## src/sv/sirs_pkg.sv

```systemverilog
// Package for the signed integer to radix symbol converter: widths, codes, constant tables.
`default_nettype none
package sirs_pkg;

  localparam int VALUE_W     = 32;
  localparam int SYMBOL_W    = 8;
  localparam int RADIX_W     = 5;
  localparam int CFG_DATA_W  = 64;
  localparam int CFG_INDEX_W = 2;
  localparam int RECIP_W     = 32;
  localparam int TABLE_SIZE  = 16;

  localparam int DEF_MAX_BASE   = 16;
  localparam int DEF_VALUE_BITS = 32;

  localparam logic [CFG_INDEX_W-1:0] REG_RADIX        = 2'd0;
  localparam logic [CFG_INDEX_W-1:0] REG_SYMBOLS_LOW  = 2'd1;
  localparam logic [CFG_INDEX_W-1:0] REG_SYMBOLS_HIGH = 2'd2;

  localparam logic [SYMBOL_W-1:0] SYM_PLUS  = 8'h2B;
  localparam logic [SYMBOL_W-1:0] SYM_MINUS = 8'h2D;
  localparam logic [SYMBOL_W-1:0] WS_LOW    = 8'd9;
  localparam logic [SYMBOL_W-1:0] WS_HIGH   = 8'd13;
  localparam logic [SYMBOL_W-1:0] WS_SPACE  = 8'd32;

  // floor(2^32 / b); quotient estimate is low by at most one
  function automatic logic [RECIP_W-1:0] recip(input logic [RADIX_W-1:0] b);
    logic [RECIP_W-1:0] r;
    case (b)
      5'd2:    r = 32'h8000_0000;
      5'd3:    r = 32'h5555_5555;
      5'd4:    r = 32'h4000_0000;
      5'd5:    r = 32'h3333_3333;
      5'd6:    r = 32'h2AAA_AAAA;
      5'd7:    r = 32'h2492_4924;
      5'd8:    r = 32'h2000_0000;
      5'd9:    r = 32'h1C71_C71C;
      5'd10:   r = 32'h1999_9999;
      5'd11:   r = 32'h1745_D174;
      5'd12:   r = 32'h1555_5555;
      5'd13:   r = 32'h13B1_3B13;
      5'd14:   r = 32'h1249_2492;
      5'd15:   r = 32'h1111_1111;
      5'd16:   r = 32'h1000_0000;
      default: r = '0;
    endcase
    return r;
  endfunction

  function automatic logic sym_legal(input logic [SYMBOL_W-1:0] c);
    return (c != '0) && (c != SYM_PLUS) && (c != SYM_MINUS) && (c != WS_SPACE) &&
           !((c >= WS_LOW) && (c <= WS_HIGH));
  endfunction

endpackage
`default_nettype wire

```

## src/sv/signed_int_to_radix_symbols.sv

```systemverilog
// Signed integer to radix symbol converter, top level.
//
// A request is taken on the rising edge where start is high and busy is low;
// value carries a two's complement integer (low VALUE_BITS bits used). The
// block then emits its text one byte per cycle on symbol, each marked by a
// one-cycle strobe: a leading '-' for negative values, then the digit symbols
// most significant first; last flags the final byte. The receiver cannot stall.
// Configuration (radix, symbols_low, symbols_high at indexes 0..2) is written
// through cfg_write/cfg_index/cfg_data; the user must write it only while the
// block is idle, as the block itself does not enforce this.
// With radix outside 2..MAX_BASE the request finishes at once with no output;
// an alphabet with an illegal or repeated symbol gives no output either.
// One shared 32x32 reciprocal multiplier (state MUL) and a remainder-fix step
// (state FIX) produce each digit; division and the alphabet scan run side by
// side, then the block sends the sign if negative, then the digit symbols.
// Reset returns the sequencer to idle and clears the configuration, scan,
// strobe, last and digit-count registers to 0; datapath registers are not reset.
`default_nettype none
module signed_int_to_radix_symbols #(
  parameter int MAX_BASE   = sirs_pkg::DEF_MAX_BASE,
  parameter int VALUE_BITS = sirs_pkg::DEF_VALUE_BITS
) (
  input  wire logic                             clk,
  input  wire logic                             rst,
  input  wire logic                             start,
  output logic                                  busy,
  input  wire logic [sirs_pkg::VALUE_W-1:0]     value,
  output logic                                  strobe,
  output logic      [sirs_pkg::SYMBOL_W-1:0]    symbol,
  output logic                                  last,
  input  wire logic                             cfg_write,
  input  wire logic [sirs_pkg::CFG_INDEX_W-1:0] cfg_index,
  input  wire logic [sirs_pkg::CFG_DATA_W-1:0]  cfg_data
);

  localparam int MAG_W = VALUE_BITS;
  localparam int DIG_W = $clog2(MAX_BASE);
  localparam int CNT_W = $clog2(VALUE_BITS + 1);
  localparam int REM_W = 6;

  typedef enum logic [5:0] {
    ST_IDLE = 6'b000001,
    ST_MUL  = 6'b000010,
    ST_FIX  = 6'b000100,
    ST_WAIT = 6'b001000,
    ST_SIGN = 6'b010000,
    ST_EMIT = 6'b100000
  } state_t;

  state_t state;

  logic [sirs_pkg::RADIX_W-1:0]    radix;
  logic [sirs_pkg::CFG_DATA_W-1:0] symbols_low;
  logic [sirs_pkg::CFG_DATA_W-1:0] symbols_high;

  logic [MAG_W-1:0]             mag;
  logic                         neg;
  logic [sirs_pkg::RECIP_W-1:0] prod_hi;
  logic [VALUE_BITS*DIG_W-1:0]  stack;
  logic [CNT_W-1:0]             ndig;
  logic [sirs_pkg::RADIX_W-1:0] chk_idx;
  logic                         chk_done;
  logic                         chk_ok;

  logic [sirs_pkg::TABLE_SIZE-1:0][sirs_pkg::SYMBOL_W-1:0] sym_tab;
  assign sym_tab = {symbols_high, symbols_low};

  // radix range
  logic radix_ok;
  assign radix_ok = (radix >= 5'd2) && (radix <= sirs_pkg::RADIX_W'(MAX_BASE));

  // input sign and magnitude
  logic [MAG_W-1:0] v_in;
  logic             neg_in;
  logic [MAG_W-1:0] mag_in;
  assign v_in   = value[MAG_W-1:0];
  assign neg_in = v_in[MAG_W-1];
  assign mag_in = neg_in ? (~v_in + MAG_W'(1)) : v_in;

  // quotient estimate
  logic [sirs_pkg::RECIP_W-1:0]   mag_ext;
  logic [2*sirs_pkg::RECIP_W-1:0] prod;
  assign mag_ext = sirs_pkg::RECIP_W'(mag);
  assign prod    = mag_ext * sirs_pkg::recip(radix);

  // remainder fix
  logic [MAG_W-1:0] q_est;
  logic [MAG_W-1:0] qb;
  logic [MAG_W-1:0] rem_full;
  logic [REM_W-1:0] rem;
  logic             rem_ge;
  logic [REM_W-1:0] rem_corr;
  logic [MAG_W-1:0] q;
  logic [DIG_W-1:0] digit;
  assign q_est    = prod_hi[MAG_W-1:0];
  assign qb       = q_est * MAG_W'(radix);
  assign rem_full = mag - qb;
  assign rem      = rem_full[REM_W-1:0];
  assign rem_ge   = rem >= REM_W'(radix);
  assign rem_corr = rem_ge ? (rem - REM_W'(radix)) : rem;
  assign q        = rem_ge ? (q_est + MAG_W'(1)) : q_est;
  assign digit    = rem_corr[DIG_W-1:0];

  // alphabet scan, one symbol a cycle
  logic [sirs_pkg::SYMBOL_W-1:0] chk_sym;
  logic                          chk_dup;
  assign chk_sym = sym_tab[chk_idx[3:0]];
  always_comb begin
    chk_dup = 1'b0;
    for (int j = 0; j < sirs_pkg::TABLE_SIZE; j++) begin
      if ((sirs_pkg::RADIX_W'(j) > chk_idx) && (sirs_pkg::RADIX_W'(j) < radix) &&
          (sym_tab[j] == chk_sym)) begin
        chk_dup = 1'b1;
      end
    end
  end

  logic [DIG_W-1:0] top;
  assign top = stack[DIG_W-1:0];

  assign busy = (state != ST_IDLE);

  // configuration
  always_ff @(posedge clk) begin
    if (rst) begin
      radix        <= '0;
      symbols_low  <= '0;
      symbols_high <= '0;
    end else if (cfg_write) begin
      unique case (cfg_index)
        sirs_pkg::REG_RADIX:        radix        <= cfg_data[sirs_pkg::RADIX_W-1:0];
        sirs_pkg::REG_SYMBOLS_LOW:  symbols_low  <= cfg_data;
        sirs_pkg::REG_SYMBOLS_HIGH: symbols_high <= cfg_data;
        default: ;
      endcase
    end
  end

  // alphabet scan control
  always_ff @(posedge clk) begin
    if (rst) begin
      chk_idx  <= '0;
      chk_done <= 1'b0;
      chk_ok   <= 1'b0;
    end else if (state == ST_IDLE) begin
      chk_idx  <= '0;
      chk_done <= 1'b0;
      chk_ok   <= 1'b1;
    end else if (!chk_done) begin
      if (chk_idx >= radix) begin
        chk_done <= 1'b1;
      end else begin
        if (!sirs_pkg::sym_legal(chk_sym) || chk_dup) begin
          chk_ok <= 1'b0;
        end
        chk_idx <= chk_idx + sirs_pkg::RADIX_W'(1);
      end
    end
  end

  // sequencer
  always_ff @(posedge clk) begin
    if (rst) begin
      state  <= ST_IDLE;
      strobe <= 1'b0;
      last   <= 1'b0;
      ndig   <= '0;
    end else begin
      strobe <= 1'b0;
      last   <= 1'b0;
      unique case (state)
        ST_IDLE: begin
          if (start && radix_ok) begin
            mag   <= mag_in;
            neg   <= neg_in;
            ndig  <= '0;
            state <= ST_MUL;
          end
        end
        ST_MUL: begin
          prod_hi <= prod[2*sirs_pkg::RECIP_W-1:sirs_pkg::RECIP_W];
          state   <= ST_FIX;
        end
        ST_FIX: begin
          stack <= {stack[VALUE_BITS*DIG_W-DIG_W-1:0], digit};
          mag   <= q;
          ndig  <= ndig + CNT_W'(1);
          if ((q == '0) || (ndig == CNT_W'(VALUE_BITS))) begin
            state <= ST_WAIT;
          end else begin
            state <= ST_MUL;
          end
        end
        ST_WAIT: begin
          if (chk_done) begin
            if (!chk_ok) begin
              state <= ST_IDLE;
            end else if (neg) begin
              state <= ST_SIGN;
            end else begin
              state <= ST_EMIT;
            end
          end
        end
        ST_SIGN: begin
          strobe <= 1'b1;
          symbol <= sirs_pkg::SYM_MINUS;
          state  <= ST_EMIT;
        end
        ST_EMIT: begin
          strobe <= 1'b1;
          symbol <= sym_tab[4'(top)];
          last   <= (ndig == CNT_W'(1));
          stack  <= stack >> DIG_W;
          ndig   <= ndig - CNT_W'(1);
          if (ndig == CNT_W'(1)) begin
            state <= ST_IDLE;
          end
        end
        default: state <= ST_IDLE;
      endcase
    end
  end

  a_strobe_src: assert property (@(posedge clk) disable iff (rst)
    strobe |-> ($past(state) == ST_SIGN || $past(state) == ST_EMIT))
    else $error("strobe without an output step");

  a_digit_range: assert property (@(posedge clk) disable iff (rst)
    (state == ST_FIX) |-> (rem_corr < REM_W'(radix)))
    else $error("remainder fix left digit out of range");

  a_start_busy: assert property (@(posedge clk) disable iff (rst)
    (start && !busy && radix_ok) |=> busy)
    else $error("request with valid radix not started");

  a_last_gap: assert property (@(posedge clk) disable iff (rst)
    (strobe && last) |=> !strobe)
    else $error("output after last symbol");

endmodule
`default_nettype wire

```

## config.mk

```make
export PLATFORM = sky130hd
export DESIGN_NAME = signed_int_to_radix_symbols
export DESIGN_NICKNAME = d
export VERILOG_FILES = /design/src/sv/sirs_pkg.sv /design/src/sv/signed_int_to_radix_symbols.sv
export SDC_FILE = /design/constraint.sdc
export NUM_CORES = 2
export LEC_CHECK = 0
export ABC_AREA = 1
export ABC_CLOCK_PERIOD_IN_PS = 18300
export BUFFER_PORTS_ARGS = -buffer_cell sky130_fd_sc_hd__buf_2
export CELL_PAD_IN_SITES_DETAIL_PLACEMENT = 1
export CELL_PAD_IN_SITES_GLOBAL_PLACEMENT = 2
export CORE_ASPECT_RATIO = 0.75
export CORE_MARGIN = 2
export CORE_UTILIZATION = 30
export DETAILED_ROUTE_END_ITERATION = 10
export PLACE_DENSITY_LB_ADDON = 0.1
export SLEW_MARGIN = 5
export SYNTH_ARGS = -nofsm -noshare
export SYNTH_HDL_FRONTEND = slang
export SYNTH_SLANG_ARGS = --single-unit
```

## constraint.sdc

```tcl
create_clock -name clk -period 18.3 [get_ports clk]
set_clock_uncertainty 0.05 [all_clocks]
set_input_delay 0 -clock clk [delete_from_list [all_inputs] [get_ports clk]]
set_output_delay 0 -clock clk [all_outputs]
set_load 0.005 [all_outputs]
```

### After elaboration in Yosys (flattened, before gate mapping)

Memory sizes are Yosys's and may differ from the RTL's. A register that Yosys moved wholly into a read port is not among the register bits.
Cells that the tools add are included.
Widths: inputs -> output; s select.

* memories kept: 1
* bits in registers: 355
* output and inout bits: 11
* bits of input ports: 102
* bits in read-only memories: 1024
* logic and storage cells: 216

Memories
* (name not given): depth 32, bits a word 32, rd ports 1, clocked after Yosys merged registers in 1, wr ports 0, line sirs_pkg.sv:29 `case (b)`

* bitwise logic cells: 5
* $add $sub $neg: 7
* eq/ne operators: 35
* multiplexer cells: 45
* $lt $le $gt $ge: 40
* reductions and logical operators: 66
* multiply operators: 2

Operators by type and width (number)
* $pmux 128 s2: 1
* $eq 8x8->1: 16
* $mux 32: 3
* $add 32x1->32 const B: 2
* $bmux 8 s4: 2
* $mul 32x32->64: 1
* $pmux 32 s2: 1
* $gt 4x5->1 const A: 8
* $lt 4x5->1 const A: 8
* $logic_and 1x1->1: 39
* $mux 6: 6
* $pmux 6 s6: 1
* $logic_not 32->1: 1
* $mul 32x5->6: 1
* $not 32->32: 1
* $ne 8x6->1 const B: 3
* $mux 1: 23
* $gt 3x5->1 const A: 4
* $lt 3x5->1 const A: 4
* $pmux 6 s3: 1
* $mux 8: 2
* $pmux 8 s2: 1
* $reduce_and 2->1: 8
* $eq 6x1->1 const B: 2
* 37 further kinds: 61

### Depth between registers and ports, before layout

* word-level depth: 25
* depth in mapped cells: 33
* depth with buffers taken out: 31

### Least setup slack after synthesis

OpenSTA, ideal clock, no wires.

* kind: register -> register
* from: register state[5]
* to: register stack[0] (enable)
* path slack: 10.115 ns
* cell stages (with the launch flop): 7
* arrival: 7.476 ns
* library setup time: 0.659 ns
* period minus slack after synthesis: 8.185 ns
* data required time: 17.591 ns
* buffers on the path: 1
* path through: dfxtp_1 > nor2_1 > inv_1 > nor4_2 > inv_1 > clkbuf_1 > a21oi_1

* word-level cells in the longest chain between the ends: 3
* elaborated cells on any way between the ends: 4
* classes of those cells: eq/ne: 2; reduce/logical: 2

Ends and longest elaborated chain
* start: declaration: line signed_int_to_radix_symbols.sv:50 `state_t state;`
* start signal: assignment: line signed_int_to_radix_symbols.sv:164 `state <= ST_IDLE;`
* start signal: assignment: line signed_int_to_radix_symbols.sv:177 `state <= ST_MUL;`
* start signal: assignment: line signed_int_to_radix_symbols.sv:182 `state <= ST_FIX;`
* $eq 6x6->1 / $eq 6x3->1 (equally long branches): line signed_int_to_radix_symbols.sv:171 `unique case (state)`
* $reduce_bool 2->1 (no source line) (*)
* $reduce_and 2->1 (no source line) (*)
* end signal: assignment: line signed_int_to_radix_symbols.sv:185 `stack <= {stack[VALUE_BITS*DIG_W-DIG_W-1:0], digit};`
* end signal: assignment: line signed_int_to_radix_symbols.sv:214 `stack <= stack >> DIG_W;`
* end: declaration: line signed_int_to_radix_symbols.sv:59 `logic [VALUE_BITS*DIG_W-1:0] stack;`

Every way passes the cells marked *; elsewhere a longest branch is shown, timed or not.
A chain may end at the register's enable or synchronous reset.

### Worst setup path after layout

* from: register mag[21]
* to: register prod_hi[24] in the netlist's numbering (data pin)

* word-level cells in the longest chain between the ends: 1

Ends and longest elaborated chain
* start: declaration: line signed_int_to_radix_symbols.sv:56 `logic [MAG_W-1:0] mag;`
* start signal: assignment: line signed_int_to_radix_symbols.sv:174 `mag <= mag_in;`
* start signal: assignment: line signed_int_to_radix_symbols.sv:186 `mag <= q;`
* $mul 32x32->64: line signed_int_to_radix_symbols.sv:84 `assign prod = mag_ext * sirs_pkg::recip(radix);`
* via prod (one bit): line signed_int_to_radix_symbols.sv:82 `logic [2*sirs_pkg::RECIP_W-1:0] prod;`
* end signal: assignment: line signed_int_to_radix_symbols.sv:181 `prod_hi <= prod[2*sirs_pkg::RECIP_W-1:sirs_pkg::RECIP_W];`
* end: declaration: line signed_int_to_radix_symbols.sv:58 `logic [sirs_pkg::RECIP_W-1:0] prod_hi;`

The timed path passes the listed nets, and every way through them passes these cells.

==> flow_metrics.env <==
export IMPL_setup_violations_final=0
export IMPL_clk_insertion_delay_late_ns=0.66
export IMPL_pwr_share_seq=0.262
export IMPL_dr_pass1_iters=5
export IMPL_grt_usage=0.271
export IMPL_io_pins=113
export IMPL_cts_tree="yes"
export IMPL_chipWidth_um=496
export IMPL_postCtsSetupRepairBufs=0
export IMPL_ant_nets=0
export IMPL_fin_nets=8263
export IMPL_placementRows=135
export IMPL_layout_common_cells="1699 x nand2_1, 1646 x inv_1, 901 x fa_1"
export IMPL_intPower_mw=2.06
export IMPL_vdd_drop_max_mv=0.0770
export IMPL_drtIter0Drc=3761
export IMPL_relSlewSlack=0.209
export IMPL_drc_errors=0
export IMPL_grt_max_degree=78
export IMPL_antenna_found_initial=13
export IMPL_clock_root_buffer="clkbuf_16"
export IMPL_synth_area_um2=54400
export IMPL_clkPwrFrac=0.271
export IMPL_core_area_um2=180000
export IMPL_period_needed_ns=8.36
export IMPL_power_mw=3.81
export IMPL_finalCritPeriodShare=0.457
export IMPL_drive_gt1_frac=0.0511
export IMPL_syn_num_nets=8233
export IMPL_finalHoldViolCount=0
export IMPL_clockBufferDepth=3
export IMPL_cts_hold_buf=86
export IMPL_cts_buffers=49
export IMPL_p_leak_nw=31.2
export IMPL_arrival_ns=8.71
export IMPL_fmax_mhz=120
export IMPL_start_util=0.302
export IMPL_hpwlAfterDp_um=202000
export IMPL_synth_cells=6937
export IMPL_gp_congestion=0.928
export IMPL_grt_pass1_wl_um=361000
export IMPL_share_comb_of_total_power=0.466
export IMPL_fin_hold_ws_ns=0.0534
export IMPL_die_h_um=373
export IMPL_ys_flop_type="edfxtp_1"
export IMPL_worst_slew_pin_slew_ns=1.19
export IMPL_yosysSeqAreaShare=0.176
export IMPL_post_cts_resized=0
export IMPL_cts_sinks=377
export IMPL_rsz0062_at_grt="no"
export IMPL_synth_edff_count=201
export IMPL_slew_viol_final=0
export IMPL_wl_per_cell_um=26.7
export IMPL_portBuffers=112
export IMPL_cp_required_ns=18.65
export IMPL_yosys_cell_types_count=60
export IMPL_switching_share=0.459
export IMPL_crit_type="reg -> reg"
export IMPL_num_vias=46437
export IMPL_grt_pass1_vias=48853
export IMPL_synth_async_reset_ratio=0
export IMPL_syn2layout_area_growth_pct=9.87
export IMPL_viasPerCell=4.94
export IMPL_cp_end_kind="flip-flop"
export IMPL_final_common_cell="nand2_1"
export IMPL_wl_um=251000
export IMPL_crit_fanout=22
export IMPL_startpoint_type="flip-flop"
export IMPL_fillers=21820
export IMPL_ys_warnings_count=0
export IMPL_status="complete, no violations"
export IMPL_clk_pin_slew_ns=0.07
export IMPL_h_tree_depth=2
export IMPL_grt_overflow_total=0
export IMPL_syn_avg_cell_area_um2=7.85
export IMPL_p_per_area_nw_per_um2=63.7
export IMPL_cap_violations=0
export IMPL_power_switching_mw=1.75
export IMPL_synth_seq_cells=377
export IMPL_setup_tns_ns=0
export IMPL_die_area_um2=185000
export IMPL_hold_path_class="in -> reg"
[layout make-up]
cell class | count | area (µm²) | area share
multi-input combinational | 4591 | 37300 | 0.623
tap | 2397 | 3000 | 0.0501
timing repair buffer | 284 | 2070 | 0.0346
inverter | 1664 | 6260 | 0.105
sequential | 377 | 9560 | 0.160
clock buffer | 65 | 1330 | 0.0222
antenna | 3 | 7.51 | 0.000126
clock inverter | 27 | 315 | 0.00527
[per-stage QoR]
stage	worst slack [ns]	utilization	area, µm²	instances
2_1_floorplan	10.12	-	54400	6937
3_3_place_gp	10.14	0.318	57300	9227
3_5_place_dp	10.05	0.318	57300	9227
4_1_cts	10.04	0.331	59800	9405
5_1_grt	9.53	0.331	59800	9405
6_report	9.94	0.332	59800	9408
[critical path, cell delays in order (launching register included)]
cell,delay (ns)
edfxtp_1,1.08
nand2_1,0.34
inv_1,0.16
fa_1,0.44
fa_1,0.54
inv_1,0.06
fa_1,0.40
fa_1,0.59
inv_1,0.07
fa_1,0.55
fa_1,0.43
fa_1,0.51
inv_1,0.06
fa_1,0.48
inv_1,0.05
ha_1,0.41
nand2_1,0.12
nor2_1,0.20
inv_1,0.13
nor4_1,0.44
nand4_1,0.21
nand3_1,0.22
nand3_1,0.12
o211ai_1,0.17
nand3_1,0.15
nand3_1,0.10
nand2_1,0.06
[cell families (layout without fill, tap and decap cells)]
logic type	after synthesis	after routing	synth area share
simple gates	2390	2390	0.179
buf+inv	1969	2040	0.141
fa+ha+maj	1194	1194	0.399
compound gates	891	891	0.0862
flops	377	377	0.176
xor+xnor	116	116	0.0190
other cells	0	3	0
[synth_stat cells (8+ instances only)]
cell | count | area (µm²)
o21ai_0 | 369 | 1850
xnor2_1 | 25 | 219
xor2_1 | 90 | 788
fa_1 | 901 | 18000
nand3_2 | 9 | 90.1
edfxtp_1 | 201 | 6040
nand2_4 | 8 | 90.1
nor4_1 | 14 | 87.6
nand2_1 | 1699 | 6380
o21ai_1 | 34 | 170
dfxtp_1 | 176 | 3520
inv_2 | 9 | 33.8
buf_6 | 30 | 338
nor3_1 | 53 | 265
clkbuf_1 | 239 | 897
o211ai_1 | 14 | 105
buf_1 | 11 | 41.3
ha_1 | 293 | 3670
a31oi_1 | 34 | 213
o22ai_1 | 13 | 81.3
o21a_1 | 9 | 67.6
nand3_1 | 209 | 1050
nor2_1 | 320 | 1200
a21oi_1 | 380 | 1900
inv_1 | 1648 | 6190
nand2_2 | 10 | 62.6
nand4_1 | 36 | 225
buf_2 | 13 | 65.1
buf_4 | 12 | 90.1
[worst paths after layout]
check,end,slack (ns),cells past startpoint,from
hold / removal,radix[0],0.05,4,cfg_write
setup / recovery,prod_hi[24],9.94,26,mag[21]
setup reg to reg,prod_hi[24],9.94,26,mag[21]
hold reg to reg,state[4],0.44,2,chk_ok
[sequential cells by signal, summed over array words and instances, names as in the netlist, named ones only]
signal        flops
mag              32
chk_ok            1
prod_hi          32
strobe            1
ndig              6
chk_idx           5
symbols_low      64
symbol            8
symbols_high     64
neg               1
stack           128
last              1
chk_done          1
state             6
radix             5
[power by group through the flow]
stage | sequential, mW | combinational, mW | clock, mW
2_1_floorplan | 0.990 | 1.06 | 0
3_3_place_gp | 1.02 | 1.75 | 0
3_5_place_dp | 1.02 | 1.76 | 0
4_1_cts | 0.998 | 1.78 | 1.07
6_report | 0.999 | 1.78 | 1.03
5_1_grt | 1.00 | 1.95 | 1.10
[per-layer routing]
metal / GRT usage / wire length, µm / up-vias
met2: 0.395 / 104000 / 1202
met4: 0.0400 / 4250 / 4
met5: 0 / 24 / -
met3: 0.0470 / 16900 / 171
li1: - / - / 20936
met1: 0.420 / 126000 / 24124
No activity file was read; power rests on OpenSTA's default activity.
